### config.mk
export PLATFORM = sky130hd
export DESIGN_NAME = shell_sort_halving_gaps_unit
export DESIGN_NICKNAME = d
export VERILOG_FILES = /design/src/sv/ssort_pkg.sv /design/src/sv/ssort_ctrl.sv /design/src/sv/ssort_dpath.sv /design/src/sv/shell_sort_halving_gaps_unit.sv
export VERILOG_INCLUDE_DIRS = /design/src /design/src/sv
export SDC_FILE = /design/constraint.sdc
export NUM_CORES = 2
export LEC_CHECK = 0
export ABC_AREA = 1
export BUFFER_PORTS_ARGS = -buffer_cell sky130_fd_sc_hd__clkbuf_2
export CORE_MARGIN = 5
export CORE_UTILIZATION = 30
export CTS_CLUSTER_SIZE = 40
export DETAILED_ROUTE_END_ITERATION = 10
export PLACE_DENSITY_LB_ADDON = 0.08
export SLEW_MARGIN = 20
export SYNTH_ARGS = -nofsm -noshare
export SYNTH_HDL_FRONTEND = slang
export SYNTH_SLANG_ARGS = --single-unit
### constraint.sdc
create_clock -name clock -period 3.54 [get_ports clock]
set_input_delay 0.354 -clock clock [delete_from_list [all_inputs] [get_ports clock]]
set_output_delay 0.354 -clock clock [all_outputs]
set_load 0.1 [all_outputs]
### src/sv/shell_sort_halving_gaps_unit_assert.svh
// assertion macros for the shell sort unit
// no dependencies; taken in by the modules that carry checks
`ifndef SHELL_SORT_HALVING_GAPS_UNIT_ASSERT_SVH
`define SHELL_SORT_HALVING_GAPS_UNIT_ASSERT_SVH

`ifndef ASSERT_OFF

// condition implies consequence in the same cycle
`define SSORT_ASSERT_SAME(lbl, clk, rst, cond, cons) \
   lbl: assert property (@(posedge clk) disable iff (rst) (cond) |-> (cons)) \
      else $error("shell sort check failed");

// condition implies consequence in the next cycle
`define SSORT_ASSERT_NEXT(lbl, clk, rst, cond, cons) \
   lbl: assert property (@(posedge clk) disable iff (rst) (cond) |=> (cons)) \
      else $error("shell sort check failed");

`else

`define SSORT_ASSERT_SAME(lbl, clk, rst, cond, cons)
`define SSORT_ASSERT_NEXT(lbl, clk, rst, cond, cons)

`endif

`endif

### src/sv/ssort_pkg.sv
// shared types and constants for the shell sort unit
// used by ssort_ctrl, ssort_dpath and shell_sort_halving_gaps_unit
package ssort_pkg;

   localparam int DEPTH  = 64;
   localparam int ADDR_W = $clog2(DEPTH);
   localparam int CNT_W  = $clog2(DEPTH + 1);
   localparam int DATA_W = 32;

   typedef struct packed {
      logic signed [DATA_W-1:0] value;
      logic                     last;
   } req_data_type;

   typedef struct packed {
      logic signed [DATA_W-1:0] sorted_value;
      logic                     last_res;
      logic                     overflow;
   } rsp_data_type;

   typedef enum logic [3:0] {
      ST_IDLE,
      ST_GAP_FIRST,
      ST_GAP_CHECK,
      ST_I_CHECK,
      ST_KEY,
      ST_J_CHECK,
      ST_CMP,
      ST_EMIT_RD,
      ST_EMIT_OUT
   } state_type;

   typedef enum logic [1:0] {
      RD_I,
      RD_J_GAP,
      RD_K
   } rd_sel_type;

   typedef struct packed {
      logic       store;
      logic       gap_first;
      logic       gap_halve;
      logic       i_from_gap;
      logic       i_inc;
      logic       j_from_i;
      logic       j_dec;
      logic       key_load;
      rd_sel_type rd_sel;
      logic       wr_key;
      logic       wr_shift;
      logic       k_clear;
      logic       k_inc;
      logic       emit;
      logic       set_done;
   } cmd_type;

   typedef struct packed {
      logic gap_zero;
      logic i_done;
      logic j_ge_gap;
      logic greater;
      logic k_last;
   } status_type;

endpackage

### src/sv/ssort_ctrl.sv
// controller state machine for the shell sort unit
// depends on ssort_pkg; drives the command struct into ssort_dpath
module ssort_ctrl (
   input  logic                 clock,
   input  logic                 reset,
   input  logic                 start,
   input  logic                 req_last,
   input  ssort_pkg::status_type status,
   output ssort_pkg::cmd_type    cmd,
   output logic                 busy
);

   ssort_pkg::state_type state_ff, state_in;

   always_ff @(posedge clock) begin
      if (reset) begin
         state_ff <= ssort_pkg::ST_IDLE;
      end else begin
         state_ff <= state_in;
      end
   end

   always_comb begin
      state_in   = state_ff;
      cmd        = '0;
      cmd.rd_sel = ssort_pkg::RD_K;
      busy       = 1'b1;
      unique case (state_ff)
         ssort_pkg::ST_IDLE: begin
            busy = 1'b0;
            if (start) begin
               cmd.store = 1'b1;
               if (req_last) begin
                  state_in = ssort_pkg::ST_GAP_FIRST;
               end
            end
         end
         ssort_pkg::ST_GAP_FIRST: begin
            cmd.gap_first = 1'b1;
            state_in      = ssort_pkg::ST_GAP_CHECK;
         end
         ssort_pkg::ST_GAP_CHECK: begin
            if (status.gap_zero) begin
               cmd.k_clear = 1'b1;
               state_in    = ssort_pkg::ST_EMIT_RD;
            end else begin
               cmd.i_from_gap = 1'b1;
               state_in       = ssort_pkg::ST_I_CHECK;
            end
         end
         ssort_pkg::ST_I_CHECK: begin
            if (status.i_done) begin
               cmd.gap_halve = 1'b1;
               state_in      = ssort_pkg::ST_GAP_CHECK;
            end else begin
               cmd.rd_sel   = ssort_pkg::RD_I;
               cmd.j_from_i = 1'b1;
               state_in     = ssort_pkg::ST_KEY;
            end
         end
         ssort_pkg::ST_KEY: begin
            cmd.key_load = 1'b1;
            state_in     = ssort_pkg::ST_J_CHECK;
         end
         ssort_pkg::ST_J_CHECK: begin
            if (status.j_ge_gap) begin
               cmd.rd_sel = ssort_pkg::RD_J_GAP;
               state_in   = ssort_pkg::ST_CMP;
            end else begin
               cmd.wr_key = 1'b1;
               cmd.i_inc  = 1'b1;
               state_in   = ssort_pkg::ST_I_CHECK;
            end
         end
         ssort_pkg::ST_CMP: begin
            // shift the larger neighbour up, or drop the key into its hole
            if (status.greater) begin
               cmd.wr_shift = 1'b1;
               cmd.j_dec    = 1'b1;
               state_in     = ssort_pkg::ST_J_CHECK;
            end else begin
               cmd.wr_key = 1'b1;
               cmd.i_inc  = 1'b1;
               state_in   = ssort_pkg::ST_I_CHECK;
            end
         end
         ssort_pkg::ST_EMIT_RD: begin
            cmd.rd_sel = ssort_pkg::RD_K;
            state_in   = ssort_pkg::ST_EMIT_OUT;
         end
         ssort_pkg::ST_EMIT_OUT: begin
            cmd.emit = 1'b1;
            if (status.k_last) begin
               cmd.set_done = 1'b1;
               state_in     = ssort_pkg::ST_IDLE;
            end else begin
               cmd.k_inc = 1'b1;
               state_in  = ssort_pkg::ST_EMIT_RD;
            end
         end
         default: begin
            state_in = ssort_pkg::ST_IDLE;
         end
      endcase
   end

endmodule

### src/sv/ssort_dpath.sv
// datapath for the shell sort unit: element memory, indices, key and compare
// depends on ssort_pkg and shell_sort_halving_gaps_unit_assert.svh
`include "shell_sort_halving_gaps_unit_assert.svh"

module ssort_dpath (
   input  logic                   clock,
   input  logic                   reset,
   input  ssort_pkg::cmd_type      cmd,
   input  ssort_pkg::req_data_type req_data,
   output ssort_pkg::status_type   status,
   output logic                   rsp_valid,
   output ssort_pkg::rsp_data_type rsp_data
);

   localparam int AW = ssort_pkg::ADDR_W;
   localparam int CW = ssort_pkg::CNT_W;
   localparam int DW = ssort_pkg::DATA_W;

   logic signed [DW-1:0] mem [ssort_pkg::DEPTH];

   logic [CW-1:0]        count_ff, count_in;
   logic                 drop_ff, drop_in;
   logic [AW-1:0]        gap_ff, gap_in;
   logic [CW-1:0]        i_ff, i_in;
   logic [AW-1:0]        j_ff, j_in;
   logic [AW-1:0]        k_ff, k_in;
   logic signed [DW-1:0] key_ff, key_in;
   logic signed [DW-1:0] rd_data_ff;

   logic                 has_room;
   logic [AW-1:0]        j_minus_gap;
   logic [AW-1:0]        rd_addr;
   logic                 wr_en;
   logic [AW-1:0]        wr_addr;
   logic signed [DW-1:0] wr_data;

   assign has_room    = count_ff < CW'(ssort_pkg::DEPTH);
   assign j_minus_gap = j_ff - gap_ff;

   always_comb begin
      case (cmd.rd_sel)
         ssort_pkg::RD_I:     rd_addr = i_ff[AW-1:0];
         ssort_pkg::RD_J_GAP: rd_addr = j_minus_gap;
         default:             rd_addr = k_ff;
      endcase
   end

   always_comb begin
      wr_en   = 1'b0;
      wr_addr = j_ff;
      wr_data = key_ff;
      if (cmd.store) begin
         wr_en   = has_room;
         wr_addr = count_ff[AW-1:0];
         wr_data = req_data.value;
      end else if (cmd.wr_shift) begin
         wr_en   = 1'b1;
         wr_data = rd_data_ff;
      end else if (cmd.wr_key) begin
         wr_en = 1'b1;
      end
   end

   always_ff @(posedge clock) begin
      if (wr_en) begin
         mem[wr_addr] <= wr_data;
      end
      rd_data_ff <= mem[rd_addr];
   end

   always_comb begin
      count_in = count_ff;
      drop_in  = drop_ff;
      if (cmd.set_done) begin
         count_in = '0;
         drop_in  = 1'b0;
      end else if (cmd.store) begin
         if (has_room) begin
            count_in = count_ff + CW'(1);
         end else begin
            drop_in = 1'b1;
         end
      end
   end

   always_comb begin
      gap_in = gap_ff;
      i_in   = i_ff;
      j_in   = j_ff;
      k_in   = k_ff;
      key_in = key_ff;
      if (cmd.gap_first) gap_in = AW'(count_ff >> 1);
      if (cmd.gap_halve) gap_in = gap_ff >> 1;
      if (cmd.i_from_gap) i_in = CW'(gap_ff);
      if (cmd.i_inc) i_in = i_ff + CW'(1);
      if (cmd.j_from_i) j_in = i_ff[AW-1:0];
      if (cmd.j_dec) j_in = j_minus_gap;
      if (cmd.k_clear) k_in = '0;
      if (cmd.k_inc) k_in = k_ff + AW'(1);
      if (cmd.key_load) key_in = rd_data_ff;
   end

   always_ff @(posedge clock) begin
      if (reset) begin
         count_ff <= '0;
         drop_ff  <= 1'b0;
      end else begin
         count_ff <= count_in;
         drop_ff  <= drop_in;
      end
   end

   always_ff @(posedge clock) begin
      gap_ff <= gap_in;
      i_ff   <= i_in;
      j_ff   <= j_in;
      k_ff   <= k_in;
      key_ff <= key_in;
   end

   assign status.gap_zero = gap_ff == '0;
   assign status.i_done   = i_ff >= count_ff;
   assign status.j_ge_gap = j_ff >= gap_ff;
   assign status.greater  = rd_data_ff > key_ff;
   assign status.k_last   = (CW'(k_ff) + CW'(1)) == count_ff;

   assign rsp_valid             = cmd.emit;
   assign rsp_data.sorted_value = rd_data_ff;
   assign rsp_data.last_res     = status.k_last;
   assign rsp_data.overflow     = drop_ff;

   `SSORT_ASSERT_SAME(a_count_bound, clock, reset, 1'b1, count_ff <= CW'(ssort_pkg::DEPTH))
   `SSORT_ASSERT_SAME(a_drop_full, clock, reset, drop_ff, count_ff == CW'(ssort_pkg::DEPTH))
   `SSORT_ASSERT_SAME(a_sort_wr_in_set, clock, reset, cmd.wr_key || cmd.wr_shift,
                      CW'(j_ff) < count_ff)
   `SSORT_ASSERT_SAME(a_emit_in_set, clock, reset, cmd.emit, CW'(k_ff) < count_ff)
   `SSORT_ASSERT_NEXT(a_done_clears, clock, reset, cmd.set_done, count_ff == '0 && !drop_ff)

endmodule

### src/sv/shell_sort_halving_gaps_unit.sv
// Shell sort unit, halving gaps. Signed 32-bit elements load one per cycle
// (start high while busy low); the element flagged last closes the set and
// busy rises. Elements past DEPTH are dropped and flagged as overflow. The
// sort runs on one single-port-read, single-port-write memory: each gap pass
// is a gapped insertion over every element, moving larger neighbours up by
// the gap; the first gap is half the set size and each pass halves it.
// Results then come out in ascending order, each for exactly one cycle on
// rsp_valid; the receiver cannot stall them, so it must take every strobe.
// Depends on ssort_pkg, ssort_ctrl and ssort_dpath.
module shell_sort_halving_gaps_unit (
   input  logic                   clock,
   input  logic                   reset,
   input  logic                   start,
   output logic                   busy,
   input  ssort_pkg::req_data_type req_data,
   output logic                   rsp_valid,
   output ssort_pkg::rsp_data_type rsp_data
);

   ssort_pkg::cmd_type    cmd;
   ssort_pkg::status_type status;

   ssort_ctrl u_ctrl (
      .clock    (clock),
      .reset    (reset),
      .start    (start),
      .req_last (req_data.last),
      .status   (status),
      .cmd      (cmd),
      .busy     (busy)
   );

   ssort_dpath u_dpath (
      .clock     (clock),
      .reset     (reset),
      .cmd       (cmd),
      .req_data  (req_data),
      .status    (status),
      .rsp_valid (rsp_valid),
      .rsp_data  (rsp_data)
   );

endmodule

==> impl_metrics.toml <==
[run_status]
status = "finished, final reports clean"

[clock_network]
ctsRootBufferMaster = "clkbuf_16"
htree_levels = 5
cts.path.max_buffers = 4
clkLatencyLatePin_ps = 880
cts_buffers = 263
cts_tree = "built"
clock-sinks = 2149
clkSlewWorstSetupHoldPaths_ps = 60

[synthesis]
yosysTopAreaCell = "edfxtp_1"
synth_area_leaders = "edfxtp_1 67%, nand3_1 12%, nand2_1 8.6%, inv_1 3.6%, nand3b_1 3.1%"
ys.flop_type = "edfxtp_1"
syn_nets = 8816
syn_area_um2 = 94400
ys_seq_area_frac = 0.679
synth_seq_cells = 2149
ys.warnings.count = 0
netlist.area_leader.share = 0.669
synth-edff-count = 2104
ys_async_sr_fraction = 0
synthCells = 8731
synth_area_per_cell_um2 = 10.8
synth_cell_types = 38

[sta]
hold_viol = 0
post-route-period-util = 0.987
slew_headroom = 0.406
post-route-min-period_ps = 3490
rsz0062_at_grt = "yes"
fin_skew_ps = 48.3
tightest_slew_ps = 890
finalSetupTns_ps = 0
fmax_mhz = 286
timing.hold.ws_ps = 108
setup_violations = 0
slew_violations = 0

[routing]
routed_wirelength_mm = 341
first_pass_iters = 5
post_drt_wl_per_cell_um = 24.9
vias = 67200
ant_nets = 0
via_per_inst = 4.91
drc = 0
drt-initial-drc-count = 5673

[final_layout]
num-fill-cells = 30500
final_common_cell = "nand2_1"
area_delta_synth_final_pct = 25.3
drive_gt1_frac = 0.160
fin_nets = 9400
layout_common_cells = "2124 x nand2_1, 2112 x nand3_1, 2104 x edfxtp_1, 897 x inv_1, 425 x buf_4"

[power_and_ir_drop]
ir_drop_mv = 0.364
p_per_area_nw_per_um2 = 644
p_leak_nw = 46.3

[placed_design]
portBuffers = 71
place.gp.congestion = 0.811
detailed_place_hpwl_mm = 209

[floorplanning]
die_area_um2 = 326000
num_rows = 206
start_util = 0.300
die_w_um = 571
io_pins = 72
core_um2 = 314000
die_y_um = 571

[worst_setup_path]
cp_max_fo = 11
endpoint_kind = "flip-flop"
timing_worst_setup_path_type = "reg2reg"
cp.required_ps = 4350
cp-start-kind = "flip-flop"
arrival_ps = 4310

[global_route]
grt_antenna_before_repair = 12
grt_pass1_wl_mm = 484
grt_overflow = 0
grt_usage = 0.202
grt_start_max_net_pins = 65
grt_pass1_vias = 65600

[min_path]
min_path_type = "in2reg"

[job]
maxCapViolCount = 0
[worst max-delay path, stage by stage, from the launching register on]
cell and delay [ps]:
edfxtp_1 450, ha_4 320, nand2_1 60, inv_1 80
nand3_2 100, buf_4 150, nand4_4 100, nand3_4 130
buf_6 170, buf_4 130, o21ai_4 130, buf_12 170
buf_16 190, buf_4 170, clkbuf_16 170, nand3_1 80
nand3_1 110, nand3_2 120, nand3_2 90, buf_6 130
nand3_4 170, nand2_2 140
[metal layers]
metal  share of wire  global-route usage
met5               0                   0
met3           0.051              0.0278
met4           0.020              0.0438
met2            0.46               0.327
met1            0.46               0.288
[report_power, final]
group          switching, mW  internal, mW
Sequential             0.825          31.4
Clock                   10.8          15.3
Combinational           12.5          5.36
Total                   24.1          52.0
[final cells by class]
cell class                      instances  area [µm²]  area share
Clock inverter                        118        1010     0.00851
Multi-Input combinational cell       5098       25900       0.219
Inverter                              906        3420      0.0289
Timing Repair Buffer                  897       11400      0.0967
Antenna cell                            5        12.5    0.000106
Sequential cell                      2149       64100       0.542
Tap cell                             4160        5200      0.0440
Clock buffer                          353        7180      0.0607
[synthesized netlist by cell type, drive strengths merged (27+ instances only)]
master and number:
clkbuf 181, nor2 104, nand4 43, edfxtp 2104
ha 48, nand2 2164, buf 397, dfxtp 45
a21oi 31, inv 906, o21ai 27, nand3 2238
nand3b 385
[final timing paths]
path | slack (ps) | to | startpoint | depth (start not counted)
hold / removal | 110 | u_dpath.mem[59][12] | req_data[13] | 4
setup reg to reg | 50 | u_dpath.rd_data_ff[21] | u_dpath.j_ff[2] | 21
setup / recovery | 50 | u_dpath.rd_data_ff[21] | u_dpath.j_ff[2] | 21
hold reg to reg | 520 | u_ctrl.state_ff[3] | u_ctrl.state_ff[1] | 2
[what timing repair did]
action,in CTS,in global routing
endpoints found under the setup margin,279,599
hold endpoints to repair,28,0
cloned,16,18
pin swaps,8,38
buffers inserted,35,23
gates resized for setup,157,187
hold buffers,7,0
[state kept, by name (all words and copies together), names as in the netlist, 6 cells and up]
signal	count
u_dpath.mem	2048
u_dpath.key_ff	32
u_dpath.rd_data_ff	32
u_dpath.count_ff	7
u_dpath.i_ff	7
u_dpath.gap_ff	6
u_dpath.j_ff	6
u_dpath.k_ff	6
[cells by family after synthesis]
kind of cell               count (synthesis)  share of synthesized area
DFF                                     2149                      0.679
adders and majority gates                 49                    0.00658
xor gates and xnor gates                  17                    0.00158
and+or+nand+nor                         4961                      0.244
buffers and inverters                   1484                     0.0643
AOI/OAI and AO/OA                         71                    0.00414
[through the flow]
stage	util	worst slack, ps	std cells	cell area, µm²	total power [mW]
after floorplan	-	-98.1	8731	94500	40.2
after CTS	0.372	-64.7	13600	117000	76.5
after global routing	0.376	-49.9	13700	118000	79.3
after detailed placement	0.340	-610	13100	107000	49.5
after global placement	0.340	-627	13100	107000	49.5
final	0.376	47.0	13700	118000	76.2
Note: power is estimated with default switching activity, not from simulation.
